$ cat src/hdl/kcs_host_transaction_sequencer_defines.svh
// Assertion macros for the KCS host transaction sequencer.
// Included by the modules that carry assertions; no other dependencies.
`ifndef KCS_HOST_TRANSACTION_SEQUENCER_DEFINES_SVH
`define KCS_HOST_TRANSACTION_SEQUENCER_DEFINES_SVH
`ifndef SYNTH
`define KCS_ASSERT_IMP(label, clk, rst, ante, cons) \
   label: assert property (@(posedge clk) disable iff (rst) (ante) |-> (cons)) \
      else $error("kcs assertion failed");
`define KCS_ASSERT_NXT(label, clk, rst, ante, cons) \
   label: assert property (@(posedge clk) disable iff (rst) (ante) |=> (cons)) \
      else $error("kcs assertion failed");
`define KCS_ASSERT_NEVER(label, clk, rst, cond) \
   label: assert property (@(posedge clk) disable iff (rst) !(cond)) \
      else $error("kcs assertion failed");
`else
`define KCS_ASSERT_IMP(label, clk, rst, ante, cons)
`define KCS_ASSERT_NXT(label, clk, rst, ante, cons)
`define KCS_ASSERT_NEVER(label, clk, rst, cond)
`endif
`endif

$ cat src/hdl/kcs_pkg.sv
// Shared types, codes and constants of the KCS host transaction sequencer.
// No dependencies.
package kcs_pkg;

   localparam int unsigned REQ_DEPTH_DEF = 64;

   localparam logic [1:0] ACT_LOAD  = 2'd0;
   localparam logic [1:0] ACT_START = 2'd1;
   localparam logic [1:0] ACT_VALUE = 2'd2;

   localparam logic [1:0] KIND_READ  = 2'd0;
   localparam logic [1:0] KIND_WRITE = 2'd1;
   localparam logic [1:0] KIND_RESP  = 2'd2;
   localparam logic [1:0] KIND_DONE  = 2'd3;

   localparam logic PORT_DATA = 1'b0;
   localparam logic PORT_CTRL = 1'b1;

   localparam logic [2:0] FAIL_NONE  = 3'd0;
   localparam logic [2:0] FAIL_START = 3'd1;
   localparam logic [2:0] FAIL_DATA  = 3'd2;
   localparam logic [2:0] FAIL_END   = 3'd3;
   localparam logic [2:0] FAIL_READ  = 3'd4;

   localparam logic [1:0] ST_IDLE  = 2'd0;
   localparam logic [1:0] ST_READ  = 2'd1;
   localparam logic [1:0] ST_WRITE = 2'd2;

   localparam logic [2:0] CSR_MAX_RETRIES  = 3'd0;
   localparam logic [2:0] CSR_WRITE_START  = 3'd1;
   localparam logic [2:0] CSR_WRITE_END    = 3'd2;
   localparam logic [2:0] CSR_READ_NEXT    = 3'd3;
   localparam logic [2:0] CSR_STATUS_ABORT = 3'd4;

   localparam logic [15:0] RST_MAX_RETRIES  = 16'd1000;
   localparam logic [7:0]  RST_WRITE_START  = 8'h61;
   localparam logic [7:0]  RST_WRITE_END    = 8'h62;
   localparam logic [7:0]  RST_READ_NEXT    = 8'h68;
   localparam logic [7:0]  RST_STATUS_ABORT = 8'h60;
   localparam logic [7:0]  ABORT_DATA       = 8'h00;

   localparam int unsigned MAX_PUSH   = 3;
   localparam int unsigned RSPQ_DEPTH = 8;
   localparam int unsigned RSPQ_AW    = $clog2(RSPQ_DEPTH);
   localparam int unsigned RSPQ_CW    = $clog2(RSPQ_DEPTH + 1);

   typedef enum logic [4:0] {
      PH_IDLE, PH_W_IBF, PH_W_CHK, PH_W_CLR, PH_W_DRAIN,
      PH_R_IBF, PH_R_CHKR, PH_R_CHKI, PH_R_OBF, PH_R_DATA, PH_R_OBF_END, PH_R_DUMMY,
      PH_E_IBF0, PH_E_IBF1, PH_E_CLR, PH_E_DRAIN, PH_E_IBF2, PH_E_CHKR, PH_E_OBF,
      PH_E_DATA, PH_E_IBF3, PH_E_CHKI, PH_E_IBF4, PH_E_CLR2, PH_E_DRAIN2
   } phase_type;

   typedef struct packed {
      logic [1:0] action;
      logic [7:0] byte_value;
      logic [5:0] req_index;
      logic [6:0] msg_length;
   } req_type;

   typedef struct packed {
      logic [1:0] out_kind;
      logic       port_reg;
      logic [7:0] port_data;
      logic [7:0] resp_byte;
      logic [7:0] resp_index;
      logic [2:0] fail_phase;
      logic [7:0] abort_status;
      logic       comms_failure;
      logic       last;
   } rsp_type;

   typedef struct packed {
      logic [15:0] max_retries;
      logic [7:0]  cmd_write_start;
      logic [7:0]  cmd_write_end;
      logic [7:0]  cmd_read_next;
      logic [7:0]  cmd_status_abort;
   } kcs_cfg_type;

   typedef struct packed {
      logic [1:0]          count;
      rsp_type [MAX_PUSH-1:0] items;
   } kcs_push_type;

endpackage

$ cat src/hdl/kcs_host_transaction_sequencer.sv
// Channel   Direction  Handshake              Payload
// req_      in         req_valid/req_ready    req_type: action, byte, index, length
// rsp_      out        rsp_valid/rsp_ready    rsp_type: one port access, byte or done
// csr_      in         csr_we                 csr_index, csr_wdata (16 bit)
// One item is accepted per cycle while the result queue has room for three results.
// Results are written into the registered result queue and leave one per transfer.
// The request byte for the next data write is read from the store ahead of time.
// Reset is synchronous; the request store keeps no reset value and needs no clearing pass.
// Top level of the KCS host transaction sequencer; depends on kcs_pkg,
// kcs_req_store, kcs_seq_fsm and kcs_rsp_queue.
module kcs_host_transaction_sequencer import kcs_pkg::*; #(
   parameter int unsigned REQ_DEPTH = REQ_DEPTH_DEF
) (
   input  logic        clock,
   input  logic        reset,
   input  logic        req_valid,
   output logic        req_ready,
   input  req_type     req_data,
   output logic        rsp_valid,
   input  logic        rsp_ready,
   output rsp_type     rsp_data,
   input  logic        csr_we,
   input  logic [2:0]  csr_index,
   input  logic [15:0] csr_wdata
);

   kcs_cfg_type  cfg_ff, cfg_in;
   kcs_push_type push;
   logic         req_fire;
   logic         room;
   logic [7:0]   rd_pos;
   logic [7:0]   store_byte;

   assign req_ready = room;
   assign req_fire  = req_valid && req_ready;

   always_comb begin
      cfg_in = cfg_ff;
      if (csr_we) begin
         unique case (csr_index)
            CSR_MAX_RETRIES:  cfg_in.max_retries      = csr_wdata;
            CSR_WRITE_START:  cfg_in.cmd_write_start  = csr_wdata[7:0];
            CSR_WRITE_END:    cfg_in.cmd_write_end    = csr_wdata[7:0];
            CSR_READ_NEXT:    cfg_in.cmd_read_next    = csr_wdata[7:0];
            CSR_STATUS_ABORT: cfg_in.cmd_status_abort = csr_wdata[7:0];
            default:          cfg_in = cfg_ff;
         endcase
      end
   end

   always_ff @(posedge clock) begin
      if (reset) begin
         cfg_ff.max_retries      <= RST_MAX_RETRIES;
         cfg_ff.cmd_write_start  <= RST_WRITE_START;
         cfg_ff.cmd_write_end    <= RST_WRITE_END;
         cfg_ff.cmd_read_next    <= RST_READ_NEXT;
         cfg_ff.cmd_status_abort <= RST_STATUS_ABORT;
      end else begin
         cfg_ff <= cfg_in;
      end
   end

   kcs_req_store #(.REQ_DEPTH(REQ_DEPTH)) u_store (
      .clock    (clock),
      .wr_en    (req_fire && (req_data.action == ACT_LOAD)),
      .wr_index (req_data.req_index),
      .wr_byte  (req_data.byte_value),
      .rd_pos   (rd_pos),
      .rd_byte  (store_byte)
   );

   kcs_seq_fsm #(.REQ_DEPTH(REQ_DEPTH)) u_fsm (
      .clock      (clock),
      .reset      (reset),
      .req_fire   (req_fire),
      .req_data   (req_data),
      .cfg        (cfg_ff),
      .store_byte (store_byte),
      .rd_pos     (rd_pos),
      .push       (push)
   );

   kcs_rsp_queue u_queue (
      .clock     (clock),
      .reset     (reset),
      .push      (push),
      .room      (room),
      .rsp_valid (rsp_valid),
      .rsp_ready (rsp_ready),
      .rsp_data  (rsp_data)
   );

endmodule

$ cat src/hdl/kcs_req_store.sv
// Request byte store: one write port, one registered read port with write forwarding.
// Depends on kcs_pkg.
module kcs_req_store import kcs_pkg::*; #(
   parameter int unsigned REQ_DEPTH = REQ_DEPTH_DEF
) (
   input  logic       clock,
   input  logic       wr_en,
   input  logic [5:0] wr_index,
   input  logic [7:0] wr_byte,
   input  logic [7:0] rd_pos,
   output logic [7:0] rd_byte
);

   localparam int unsigned AW = (REQ_DEPTH > 1) ? $clog2(REQ_DEPTH) : 1;
   localparam logic [8:0]  DEPTH_W = 9'(REQ_DEPTH);

   logic [7:0]    store_mem [REQ_DEPTH];
   logic [7:0]    rd_byte_ff;
   logic [7:0]    wr_wide;
   logic [AW-1:0] wr_addr;
   logic [AW-1:0] rd_addr;
   logic          wr_hit;

   assign wr_wide = {2'b00, wr_index};
   assign wr_hit  = wr_en && ({1'b0, wr_wide} < DEPTH_W);
   assign wr_addr = wr_wide[AW-1:0];
   assign rd_addr = ({1'b0, rd_pos} < DEPTH_W) ? rd_pos[AW-1:0] : '0;

   always_ff @(posedge clock) begin
      if (wr_hit) begin
         store_mem[wr_addr] <= wr_byte;
      end
      if (wr_hit && (wr_addr == rd_addr)) begin
         rd_byte_ff <= wr_byte;
      end else begin
         rd_byte_ff <= store_mem[rd_addr];
      end
   end

   assign rd_byte = rd_byte_ff;

endmodule

$ cat src/hdl/kcs_rsp_queue.sv
// Result queue: takes up to three results a cycle, hands out one per transfer.
// Depends on kcs_pkg and the assertion macro header.
`include "kcs_host_transaction_sequencer_defines.svh"
module kcs_rsp_queue import kcs_pkg::*; (
   input  logic         clock,
   input  logic         reset,
   input  kcs_push_type push,
   output logic         room,
   output logic         rsp_valid,
   input  logic         rsp_ready,
   output rsp_type      rsp_data
);

   localparam logic [RSPQ_CW-1:0] ROOM_MAX = RSPQ_CW'(RSPQ_DEPTH - MAX_PUSH);

   rsp_type              queue_ff [RSPQ_DEPTH];
   logic [RSPQ_AW-1:0]   head_ff, head_in;
   logic [RSPQ_AW-1:0]   tail_ff, tail_in;
   logic [RSPQ_CW-1:0]   count_ff, count_in;
   logic                 pop;

   assign rsp_valid = (count_ff != '0);
   assign rsp_data  = queue_ff[head_ff];
   assign pop       = rsp_valid && rsp_ready;
   assign room      = (count_ff <= ROOM_MAX);

   assign head_in  = head_ff + RSPQ_AW'(pop);
   assign tail_in  = tail_ff + RSPQ_AW'(push.count);
   assign count_in = count_ff + RSPQ_CW'(push.count) - RSPQ_CW'(pop);

   always_ff @(posedge clock) begin
      if (reset) begin
         head_ff  <= '0;
         tail_ff  <= '0;
         count_ff <= '0;
      end else begin
         head_ff  <= head_in;
         tail_ff  <= tail_in;
         count_ff <= count_in;
      end
   end

   always_ff @(posedge clock) begin
      for (int i = 0; i < MAX_PUSH; i++) begin
         if (2'(i) < push.count) begin
            queue_ff[tail_ff + RSPQ_AW'(i)] <= push.items[i];
         end
      end
   end

   `KCS_ASSERT_NEVER(a_no_overflow, clock, reset, count_ff > RSPQ_CW'(RSPQ_DEPTH))
   `KCS_ASSERT_IMP(a_push_has_room, clock, reset, push.count != 2'd0, room)
   `KCS_ASSERT_NXT(a_count_tracks, clock, reset, pop && (push.count == 2'd0), count_ff == $past(count_ff) - RSPQ_CW'(1))

endmodule

$ cat src/hdl/kcs_seq_fsm.sv
// Transaction sequencer: phase machine, counters and result generation.
// Depends on kcs_pkg and the assertion macro header.
`include "kcs_host_transaction_sequencer_defines.svh"
module kcs_seq_fsm import kcs_pkg::*; #(
   parameter int unsigned REQ_DEPTH = REQ_DEPTH_DEF
) (
   input  logic         clock,
   input  logic         reset,
   input  logic         req_fire,
   input  req_type      req_data,
   input  kcs_cfg_type  cfg,
   input  logic [7:0]   store_byte,
   output logic [7:0]   rd_pos,
   output kcs_push_type push
);

   localparam logic [8:0] DEPTH_W = 9'(REQ_DEPTH);

   phase_type   phase_ff, phase_in;
   logic [7:0]  byte_count_ff, byte_count_in;
   logic [6:0]  req_len_ff, req_len_in;
   logic [15:0] poll_count_ff, poll_count_in;
   logic [15:0] recovery_ff, recovery_in;
   logic [2:0]  fail_ff, fail_in;
   logic [7:0]  abort_ff, abort_in;

   logic [7:0]  v;
   logic [1:0]  st;
   logic        start_item, value_item;
   logic [15:0] limit;
   logic [16:0] poll_inc, rec_inc;
   logic        poll_expire, rec_expire, ibf_ok, obf_ok, bc_more;
   logic [7:0]  len_w;
   logic [6:0]  len_sat;

   function automatic rsp_type mk_port(input logic [1:0] kind, input logic preg,
                                       input logic [7:0] data);
      rsp_type r;
      r           = '0;
      r.out_kind  = kind;
      r.port_reg  = preg;
      r.port_data = data;
      return r;
   endfunction

   function automatic rsp_type mk_done(input logic [2:0] fail, input logic [7:0] abst,
                                       input logic comms);
      rsp_type r;
      r               = '0;
      r.out_kind      = KIND_DONE;
      r.fail_phase    = fail;
      r.abort_status  = abst;
      r.comms_failure = comms;
      return r;
   endfunction

   assign v          = req_data.byte_value;
   assign st         = v[7:6];
   assign start_item = req_fire && (req_data.action == ACT_START) && (phase_ff == PH_IDLE);
   assign value_item = req_fire && (req_data.action == ACT_VALUE) && (phase_ff != PH_IDLE);
   assign limit       = (cfg.max_retries == 16'd0) ? 16'd1 : cfg.max_retries;
   assign poll_inc    = {1'b0, poll_count_ff} + 17'd1;
   assign rec_inc     = {1'b0, recovery_ff} + 17'd1;
   assign poll_expire = (poll_inc >= {1'b0, limit});
   assign rec_expire  = (rec_inc >= {1'b0, limit});
   assign ibf_ok      = !v[1] || poll_expire;
   assign obf_ok      = v[0] || poll_expire;
   assign bc_more     = ({1'b0, byte_count_ff} + 9'd1) < {2'b00, req_len_ff};
   assign len_w       = (req_data.msg_length == 7'd0) ? 8'd1 : {1'b0, req_data.msg_length};
   assign len_sat     = ({1'b0, len_w} > DEPTH_W) ? DEPTH_W[6:0] : len_w[6:0];
   assign rd_pos      = byte_count_in;

   always_ff @(posedge clock) begin
      if (reset) begin
         phase_ff      <= PH_IDLE;
         byte_count_ff <= '0;
         req_len_ff    <= '0;
         poll_count_ff <= '0;
         recovery_ff   <= '0;
         fail_ff       <= FAIL_NONE;
         abort_ff      <= '0;
      end else begin
         phase_ff      <= phase_in;
         byte_count_ff <= byte_count_in;
         req_len_ff    <= req_len_in;
         poll_count_ff <= poll_count_in;
         recovery_ff   <= recovery_in;
         fail_ff       <= fail_in;
         abort_ff      <= abort_in;
      end
   end

   // next state
   always_comb begin
      logic      do_wait, want_obf, do_awc, do_fail, do_retry;
      phase_type target;
      phase_in      = phase_ff;
      byte_count_in = byte_count_ff;
      req_len_in    = req_len_ff;
      poll_count_in = poll_count_ff;
      recovery_in   = recovery_ff;
      fail_in       = fail_ff;
      abort_in      = abort_ff;
      do_wait       = 1'b0;
      want_obf      = 1'b0;
      do_awc        = 1'b0;
      do_fail       = 1'b0;
      do_retry      = 1'b0;
      target        = phase_ff;
      if (start_item) begin
         req_len_in    = len_sat;
         byte_count_in = '0;
         fail_in       = FAIL_NONE;
         abort_in      = '0;
         recovery_in   = '0;
         poll_count_in = '0;
         phase_in      = PH_W_IBF;
      end else if (value_item) begin
         unique case (phase_ff)
            PH_W_IBF: begin
               do_wait = 1'b1;
               target  = (fail_ff == FAIL_NONE) ? PH_W_CLR : PH_W_CHK;
            end
            PH_W_CHK: begin
               if (st == ST_WRITE) phase_in = PH_W_CLR;
               else do_fail = 1'b1;
            end
            PH_W_CLR: begin
               if (v[0]) phase_in = PH_W_DRAIN;
               else do_awc = 1'b1;
            end
            PH_W_DRAIN: do_awc = 1'b1;
            PH_R_IBF: begin
               do_wait = 1'b1;
               target  = PH_R_CHKR;
            end
            PH_R_CHKR: begin
               if (st == ST_READ) begin
                  poll_count_in = '0;
                  phase_in      = PH_R_OBF;
               end else begin
                  phase_in = PH_R_CHKI;
               end
            end
            PH_R_CHKI: begin
               if (st == ST_IDLE) begin
                  poll_count_in = '0;
                  phase_in      = PH_R_OBF_END;
               end else begin
                  do_fail = 1'b1;
               end
            end
            PH_R_OBF: begin
               do_wait  = 1'b1;
               want_obf = 1'b1;
               target   = PH_R_DATA;
            end
            PH_R_DATA: begin
               byte_count_in = byte_count_ff + 8'd1;
               poll_count_in = '0;
               phase_in      = PH_R_IBF;
            end
            PH_R_OBF_END: begin
               do_wait  = 1'b1;
               want_obf = 1'b1;
               target   = PH_R_DUMMY;
            end
            PH_R_DUMMY: begin
               fail_in  = FAIL_NONE;
               phase_in = PH_IDLE;
            end
            PH_E_IBF0: begin
               do_wait = 1'b1;
               target  = PH_E_IBF1;
            end
            PH_E_IBF1: begin
               do_wait = 1'b1;
               target  = PH_E_CLR;
            end
            PH_E_CLR: begin
               if (v[0]) begin
                  phase_in = PH_E_DRAIN;
               end else begin
                  poll_count_in = '0;
                  phase_in      = PH_E_IBF2;
               end
            end
            PH_E_DRAIN: begin
               poll_count_in = '0;
               phase_in      = PH_E_IBF2;
            end
            PH_E_IBF2: begin
               do_wait = 1'b1;
               target  = PH_E_CHKR;
            end
            PH_E_CHKR: begin
               if (st == ST_READ) begin
                  poll_count_in = '0;
                  phase_in      = PH_E_OBF;
               end else begin
                  do_retry = 1'b1;
               end
            end
            PH_E_OBF: begin
               do_wait  = 1'b1;
               want_obf = 1'b1;
               target   = PH_E_DATA;
            end
            PH_E_DATA: begin
               abort_in      = v;
               poll_count_in = '0;
               phase_in      = PH_E_IBF3;
            end
            PH_E_IBF3: begin
               do_wait = 1'b1;
               target  = PH_E_CHKI;
            end
            PH_E_CHKI: begin
               if (st == ST_IDLE) begin
                  poll_count_in = '0;
                  phase_in      = PH_E_IBF4;
               end else begin
                  do_retry = 1'b1;
               end
            end
            PH_E_IBF4: begin
               do_wait = 1'b1;
               target  = PH_E_CLR2;
            end
            PH_E_CLR2: begin
               phase_in = v[0] ? PH_E_DRAIN2 : PH_IDLE;
            end
            PH_E_DRAIN2: phase_in = PH_IDLE;
            default: phase_in = phase_ff;
         endcase
      end

      if (do_wait) begin
         if (want_obf ? obf_ok : ibf_ok) begin
            poll_count_in = '0;
            phase_in      = target;
         end else begin
            poll_count_in = poll_inc[15:0];
         end
      end
      if (do_fail) begin
         recovery_in   = '0;
         abort_in      = '0;
         poll_count_in = '0;
         phase_in      = PH_E_IBF0;
      end
      if (do_retry) begin
         recovery_in = rec_inc[15:0];
         if (rec_expire) begin
            phase_in = PH_IDLE;
         end else begin
            poll_count_in = '0;
            phase_in      = PH_E_IBF0;
         end
      end
      if (do_awc) begin
         poll_count_in = '0;
         phase_in      = PH_W_IBF;
         if (fail_ff == FAIL_NONE) begin
            fail_in = FAIL_START;
         end else if (fail_ff == FAIL_END) begin
            byte_count_in = '0;
            fail_in       = FAIL_READ;
            phase_in      = PH_R_IBF;
         end else if (bc_more) begin
            byte_count_in = byte_count_ff + 8'd1;
            fail_in       = FAIL_DATA;
         end else begin
            fail_in = FAIL_END;
         end
      end
   end

   // results
   always_comb begin
      rsp_type rs, rd;
      rs         = mk_port(KIND_READ, PORT_CTRL, 8'd0);
      rd         = mk_port(KIND_READ, PORT_DATA, 8'd0);
      push       = '0;
      if (start_item) begin
         push.items[0] = rs;
         push.count    = 2'd1;
      end else if (value_item) begin
         unique case (phase_ff)
            PH_W_IBF, PH_W_CHK, PH_R_IBF, PH_R_CHKR, PH_R_CHKI, PH_E_IBF1, PH_E_IBF2,
            PH_E_IBF3, PH_E_IBF4: begin
               push.items[0] = rs;
               push.count    = 2'd1;
            end
            PH_W_CLR, PH_W_DRAIN: begin
               if ((phase_ff == PH_W_CLR) && v[0]) begin
                  push.items[0] = rd;
                  push.count    = 2'd1;
               end else begin
                  if (fail_ff == FAIL_NONE) begin
                     push.items[0] = mk_port(KIND_WRITE, PORT_CTRL, cfg.cmd_write_start);
                  end else if ((fail_ff == FAIL_END) || bc_more) begin
                     push.items[0] = mk_port(KIND_WRITE, PORT_DATA, store_byte);
                  end else begin
                     push.items[0] = mk_port(KIND_WRITE, PORT_CTRL, cfg.cmd_write_end);
                  end
                  push.items[1] = rs;
                  push.count    = 2'd2;
               end
            end
            PH_R_OBF, PH_R_OBF_END, PH_E_OBF: begin
               push.items[0] = obf_ok ? rd : rs;
               push.count    = 2'd1;
            end
            PH_R_DATA: begin
               push.items[0]            = '0;
               push.items[0].out_kind   = KIND_RESP;
               push.items[0].resp_byte  = v;
               push.items[0].resp_index = byte_count_ff;
               push.items[1] = mk_port(KIND_WRITE, PORT_DATA, cfg.cmd_read_next);
               push.items[2] = rs;
               push.count    = 2'd3;
            end
            PH_R_DUMMY: begin
               push.items[0] = mk_done(FAIL_NONE, 8'd0, 1'b0);
               push.count    = 2'd1;
            end
            PH_E_IBF0: begin
               if (ibf_ok) begin
                  push.items[0] = mk_port(KIND_WRITE, PORT_CTRL, cfg.cmd_status_abort);
                  push.items[1] = rs;
                  push.count    = 2'd2;
               end else begin
                  push.items[0] = rs;
                  push.count    = 2'd1;
               end
            end
            PH_E_CLR, PH_E_DRAIN: begin
               if ((phase_ff == PH_E_CLR) && v[0]) begin
                  push.items[0] = rd;
                  push.count    = 2'd1;
               end else begin
                  push.items[0] = mk_port(KIND_WRITE, PORT_DATA, ABORT_DATA);
                  push.items[1] = rs;
                  push.count    = 2'd2;
               end
            end
            PH_E_CHKR, PH_E_CHKI: begin
               if (((phase_ff == PH_E_CHKR) && (st == ST_READ)) ||
                   ((phase_ff == PH_E_CHKI) && (st == ST_IDLE)) || !rec_expire) begin
                  push.items[0] = rs;
               end else begin
                  push.items[0] = mk_done(fail_ff, 8'd0, 1'b1);
               end
               push.count = 2'd1;
            end
            PH_E_DATA: begin
               push.items[0] = mk_port(KIND_WRITE, PORT_DATA, cfg.cmd_read_next);
               push.items[1] = rs;
               push.count    = 2'd2;
            end
            PH_E_CLR2, PH_E_DRAIN2: begin
               if ((phase_ff == PH_E_CLR2) && v[0]) push.items[0] = rd;
               else push.items[0] = mk_done(fail_ff, abort_ff, 1'b0);
               push.count = 2'd1;
            end
            default: push.count = 2'd0;
         endcase
      end
      if (push.count != 2'd0) begin
         push.items[push.count - 2'd1].last = 1'b1;
      end
   end

   `KCS_ASSERT_IMP(a_push_needs_item, clock, reset, push.count != 2'd0, req_fire)
   `KCS_ASSERT_IMP(a_idle_value_silent, clock, reset, req_fire && (req_data.action == ACT_VALUE) && (phase_ff == PH_IDLE), push.count == 2'd0)
   `KCS_ASSERT_NXT(a_start_polls, clock, reset, start_item, phase_ff == PH_W_IBF)
   `KCS_ASSERT_IMP(a_last_marked, clock, reset, push.count != 2'd0, push.items[push.count - 2'd1].last)

endmodule
$ cat config.mk
export PLATFORM = sky130hd
export DESIGN_NAME = kcs_host_transaction_sequencer
export DESIGN_NICKNAME = d
export VERILOG_FILES = /design/src/hdl/kcs_pkg.sv /design/src/hdl/kcs_host_transaction_sequencer.sv /design/src/hdl/kcs_req_store.sv /design/src/hdl/kcs_rsp_queue.sv /design/src/hdl/kcs_seq_fsm.sv
export VERILOG_INCLUDE_DIRS = /design/src /design/src/hdl
export SDC_FILE = /design/constraint.sdc
export NUM_CORES = 1
export LEC_CHECK = 0
export ABC_AREA = 1
export BUFFER_PORTS_ARGS = -buffer_cell sky130_fd_sc_hd__buf_2
export CORE_MARGIN = 1
export CORE_UTILIZATION = 45
export DETAILED_ROUTE_END_ITERATION = 6
export GPL_TIMING_DRIVEN = 0
export PLACE_DENSITY = 0.65
export REMOVE_ABC_BUFFERS = 1
export SLEW_MARGIN = 20
export SYNTH_ARGS = -nofsm -noshare
export SYNTH_HDL_FRONTEND = slang
export SYNTH_SLANG_ARGS = --single-unit
$ cat constraint.sdc
create_clock -name clock -period 8.7 [get_ports clock]
set_input_delay 0.87 -clock clock [delete_from_list [all_inputs] [get_ports clock]]
set_output_delay 0.87 -clock clock [all_outputs]
set_load 0.02 [all_outputs]
=== After elaboration in Yosys (flattened, before gate mapping) ===
Memory sizes are Yosys's and may differ from the RTL's. A register that Yosys moved wholly into a read port is not among the register bits.
Index checks and enable logic that the tools add are counted.

* Flip-flop bits (word level): 121
* Memories kept: 2
* Output and inout bits: 42
* RAM bits: 832

{| class="wikitable"
|+ Memory list
! name !! words !! width !! rd ports !! clocked after memory_dff !! write ports !! RTL line !! text
|-
| u_store.store_mem || 64 || 8 || 1 || 1 || 1 || kcs_req_store.sv:17 || <nowiki>logic [7:0] store_mem [REQ_DEPTH];</nowiki>
|-
| u_queue.queue_ff || 8 || 40 || 1 || 1 || 3 || kcs_rsp_queue.sv:16 || <nowiki>rsp_type queue_ff [RSPQ_DEPTH];</nowiki>
|}

* Muxes and demuxes: 110
* Magnitude comparators: 12
* Eq/ne operators: 36
* $add $sub $neg: 11
* Reductions and logical operators: 56

{| class="wikitable"
|+ Operator list
! operator !! count
|-
| 40-bit one-hot mux with 10 select lines || 1
|-
| 38-bit 2-to-1 mux || 7
|-
| 16-bit 2-to-1 mux || 14
|-
| 39-bit one-hot mux with 5 select lines || 1
|-
| 40-bit 2-to-1 mux || 4
|-
| 122-bit 2-to-1 mux || 1
|-
| 120-bit bitwise mux || 1
|-
| 120-bit 2-to-1 mux || 1
|-
| 5-bit 2-to-1 mux || 17
|-
| 40-bit demux with 2-bit select || 1
|-
| 80-bit 2-to-1 mux || 1
|-
| 39-bit 2-to-1 mux || 2
|-
| 16-bit one-hot mux with 4 select lines || 1
|-
| 5-bit one-hot mux with 12 select lines || 1
|-
| 8-bit 2-to-1 mux || 7
|-
| 5-bit one-hot mux with 10 select lines || 1
|-
| 5-bit equality test, second input constant || 9
|-
| 5-bit by 4-bit equality test with 1-bit output, second input constant || 8
|-
| 16-bit by 1-bit adder with 17-bit output, second input constant || 2
|-
| 17-bit by 16-bit >= comparator with 1-bit output || 2
|-
| 1-bit 2-to-1 mux || 28
|-
| 3-bit 2-to-1 mux || 8
|-
| 5-bit by 3-bit equality test with 1-bit output, second input constant || 4
|-
| 17-bit OR reduction || 1
|-
| other kinds (52) || 102
|}

=== Longest topological paths before layout ===
* Depth in word-level cells: 16
* Mapped depth: 30

=== Hierarchy ===
From an unflattened synthesis, not the netlist that was laid out.

* Cell total of the unflattened synthesis: 6236
* Area total of the unflattened synthesis: 51999.9 sq um

{| class="wikitable"
|+ Modules (own cells, without submodules)
! module !! cells an instance !! area each (sq um) !! sequential area each (sq um) !! times used
|-
| kcs_rsp_queue || 3036 || 22043.6 || 9809.4 || 1
|-
| kcs_req_store || 1834 || 21321.7 || 15494.9 || 1
|-
| kcs_seq_fsm || 1091 || 6718.9 || 1261.2 || 1
|-
| kcs_host_transaction_sequencer || 275 || 1915.6 || 960.9 || 1
|}

=== Worst setup path after synthesis ===
OpenSTA, ideal clock, no wires.

* Path kind: register -> register
* Start point: reg u_fsm.poll_count_ff[0]
* End point: mem u_queue.queue_ff[7][0] (netlist name) (enable)
* Stages on the path, launching flop included: 27
* Path buffers: 1
* Period minus slack after synthesis: 4.683 ns
* Arrival time: 4.049 ns
* Path slack: 4.017 ns
* Cell sequence: dfxtp_1 ha_1 nand2_2 nor3b_1 nand4_1 nor2_1 inv_1 nor2_1 inv_1 nor2_1 inv_1 nand2_1 inv_1 ha_1 a21oi_1 nand2_1 nand4_1 nand2_1 nor2_4 nand4_4 nand2_4 nand3_4 nand2_4 nor2_1 nand2_1 buf_2 nand3_1

{| class="wikitable"
|+ RTL lines
! what !! RTL line !! text
|-
| start: declaration || kcs_seq_fsm.sv:22 || <nowiki>logic [15:0] poll_count_ff, poll_count_in;</nowiki>
|-
| start signal: assignment || kcs_seq_fsm.sv:86 || <nowiki>poll_count_ff <= poll_count_in;</nowiki>
|-
| end: declaration || kcs_rsp_queue.sv:16 ||
|}

==> run_results.csv <==
group,metric,value,unit
status,outcome,"completed",
detailed_routing,drt_iter0_markers,3498,
detailed_routing,num_vias,32700,
worst_setup_path,cp_slowest_stage_delay,0.54,ns
timing,worstMarginPinSlew,1.16,ns
timing,finalClockSkew,0.0333,ns
clocking,cts_buffer_depth,3,
floorplanning,die_h,316,µm
power,p_total,10.9,mW
clocking,cts_buffers,101,
clocking,cts_tree,"done",
timing,max_freq,195,MHz
final_layout,n_fill_cell,8626,
floorplanning,rows,114,
global_routing,grt_pass1_vias,30700,
global_routing,grt_max_degree,118,
power,power.net_switching,2.87,mW
global_routing,track_usage,23.2,%
synth,synth-edff-count,832,
power,irDropWorstVdd,0.159,mV
worst_setup_path,worstPathCellList,"ha_1, nand2_2, nor3b_1, nand4_1, nor2_1, inv_1, nor2_1, inv_1, nor2_1, inv_1, nand2_1, inv_1, ha_1, nand4_1, nor4_1, nand2_1, nand4_4, nand2_4, nand3_4, nand2_4, nor2_1, nand2_1, nand3_4, buf_12",
worst_setup_path,cp-end-kind,"flop",
clocking,post-cts-setup-buffers,0,
worst_hold_path,hp-class,"in -> reg",
synth,ys_warn_count,0,
synth,synth-seq-cells,959,
global_routing,grt-ovfl-total,0,
detailed_routing,wl_per_cell,19.9,µm
detailed_routing,drc,0,
detailed_routing,vias_per_cell,5.54,
timing,period_needed,5.13,ns
timing,setup_viol,0,
final_layout,multiInputGateArea,0.0147,mm²
worst_setup_path,crit_required,9.07,ns
worst_setup_path,path_class,"reg -> reg",
final_layout,seq_area,0.0275,mm²
final_layout,num_antenna_cells,0,
clocking,cts.sinks,959,
final_layout,final_nets,4645,
worst_setup_path,cp_top_family,"simple AND/OR/NAND/NOR gates",
global_routing,antenna_found_initial,3,
worst_setup_path,crit_path_start_kind,"flop",
worst_setup_path,critPathBufInv,5,
power,seqPwrFrac,46.7,%
synth,synthDistinctLibCells,59,
placement,dp_slack,3.62,ns
global_routing,grt_pass1_wl,179000,µm
synth,synth-main-ff-cell,"edfxtp_1",
placement,dp_hpwl,71100,µm
power,power_switching_share,26.3,%
power,p_int,8.01,mW
timing,slew_headroom,22.8,%
worst_setup_path,critPathArrivalTime,5.51,ns
final_layout,layout-drive-gt1-share,9.27,%
floorplanning,core_area,0.0973,mm²
clocking,hold_buffers,0,
synth,avgSynthCellArea,9.75,µm²
synth,syn-instance-count,4560,
clocking,cts_resized,0,
detailed_routing,wl,117000,µm
clocking,insertion_delay,0.70,ns
synth,synth_area,0.0445,mm²
floorplanning,die_area,0.100,mm²
floorplanning,ios,89,
detailed_routing,drtPass1Iterations,6,
clocking,clk_pin_slew,0.06,ns
timing,rsz0062_at_grt,"false",
placement,place.gp.congestion,0.886,
detailed_routing,ant_nets,0,
power,combPwrFrac,12.7,%
power,leakage,18.9,nW
power,p_clk_share,40.7,%
timing,setup_tns,0,ns
synth,yosysSeqAreaShare,61.9,%
floorplanning,dieWidth,316,µm
final_layout,post-route-util,51.1,%
clocking,cts_root_buf,"clkbuf_16",
worst_setup_path,cpMaxStageDelayCell,"nand3_4",
timing,period_share,59.0,%
floorplanning,start_util,45.7,%
job,max-cap-violations,0,
placement,port_buffers,88,
timing,slew_violations,0,
timing,report.final.hold_viol_count,0,
clocking,h-tree-depth,3,
power,powerDensity,219,mW/mm²
final_layout,syn_to_final_growth,11.8,%
synth,async_flop_share,0,%
worst_setup_path,critPathMaxFanout,23,
timing,fin_ws,3.57,ns
==> synth_stat cells, types with 3 or more instances <==
cell type	number	area share, %
buf_4	5	0.084
edfxtp_1	832	56
nand2_1	771	6.5
nand3_1	467	5.3
nand4_4	3	0.14
ha_1	53	1.5
nor2_4	6	0.15
nor2_1	783	6.6
a22oi_1	6	0.10
nand3_2	3	0.068
inv_1	326	2.8
nor3b_1	66	1.1
buf_1	31	0.26
or2_2	51	0.72
a31oi_1	42	0.59
nor2_2	13	0.18
nand4_1	38	0.53
a211oi_1	5	0.084
o22ai_1	42	0.59
buf_2	49	0.55
o21ai_1	11	0.12
o21ai_0	356	4.0
buf_6	10	0.25
xnor2_1	9	0.18
inv_2	21	0.18
nor3_2	5	0.11
nor4_1	9	0.13
clkinv_1	6	0.051
dfxtp_1	127	5.7
xor2_1	22	0.43
clkbuf_1	143	1.2
nand3_4	8	0.32
nor3_1	53	0.60
nand2_4	10	0.25
o211ai_1	30	0.51
a21oi_1	113	1.3
nand2_2	9	0.13
==> metal layers <==
metal	share of wire, %	vias to the layer above	track usage, %
met1	43	15700	32.3
met2	47	1238	37.6
met4	2.5	0	7.21
li1	-	15600	-
met3	7.7	177	3.47
met5	0	-	0
==> placed cells by master (no fill, tap or decap), drive strengths merged, types with 47 or more instances in the layout <==
| cell type | count |
|---|---|
| o21ai | 368 |
| inv | 352 |
| edfxtp | 832 |
| clkinv | 47 |
| buf | 119 |
| nor3b | 66 |
| nor3 | 58 |
| ha | 53 |
| nand2 | 790 |
| nor2 | 802 |
| a21oi | 113 |
| nand3 | 478 |
| dfxtp | 127 |
| or2 | 52 |
| clkbuf | 135 |
==> worst min-delay path, stage by stage <==
cell and delay (ns):
buf_2 0.09, nand2_1 0.05, o211ai_1 0.06
==> per-stage QoR <==
stage,area [µm²],hold WS (ns),std cells
floorplan,43400,0.424,4321
global placement,45400,0.435,5685
detailed placement,46300,0.444,5716
CTS,49700,0.361,5906
global route,49700,0.404,5906
finish,49700,0.401,5906
==> final cells by class <==
class / count / share of cell area (%)
sequential: 959 / 55.4
multi-input combinational: 3007 / 29.5
inverter: 355 / 2.74
clock inverter: 55 / 1.20
clock buffer: 135 / 5.67
tap: 1276 / 3.21
timing repair buffer: 119 / 2.31
==> flip-flops by register name, summed over array words and instances, names as in the netlist, 4 cells and up, named ones only <==
signal               count
u_store.store_mem      512
u_queue.queue_ff       320
cfg_ff                  48
u_fsm.poll_count_ff     16
u_fsm.recovery_ff       16
u_fsm.abort_ff           8
u_fsm.byte_count_ff      8
u_fsm.req_len_ff         7
u_fsm.phase_ff           5
u_queue.count_ff         4
==> logic make-up after synthesis <==
logic type / Yosys count / share of synthesized area [%]
simple gates: 2301 / 22.9
xor+xnor: 31 / 0.610
compound gates: 620 / 7.60
flops: 959 / 61.9
fa+ha+maj: 55 / 1.58
buf+inv: 594 / 5.40
==> power by group through the flow <==
stage	clock network (mW)	registers (mW)	logic, mW
6_report	4.42	5.08	1.38
5_1_grt	4.66	5.08	1.52
4_1_cts	4.47	5.08	1.39
3_5_place_dp	0	5.18	1.38
3_3_place_gp	0	5.28	1.28
2_1_floorplan	0	5.20	0.812
==> worst paths after layout <==
path	startpoint	endpoint	slack [ns]	cells past startpoint
setup / recovery	u_fsm.poll_count_ff[0]	u_queue.queue_ff[1][5]	3.57	24
hold / removal	csr_wdata[8]	cfg_ff[40]	0.40	3
setup reg to reg	u_fsm.poll_count_ff[0]	u_queue.queue_ff[1][5]	3.57	24
hold reg to reg	cfg_ff[28]	cfg_ff[28]	0.46	2
Note: power is estimated with default switching activity, not from simulation.
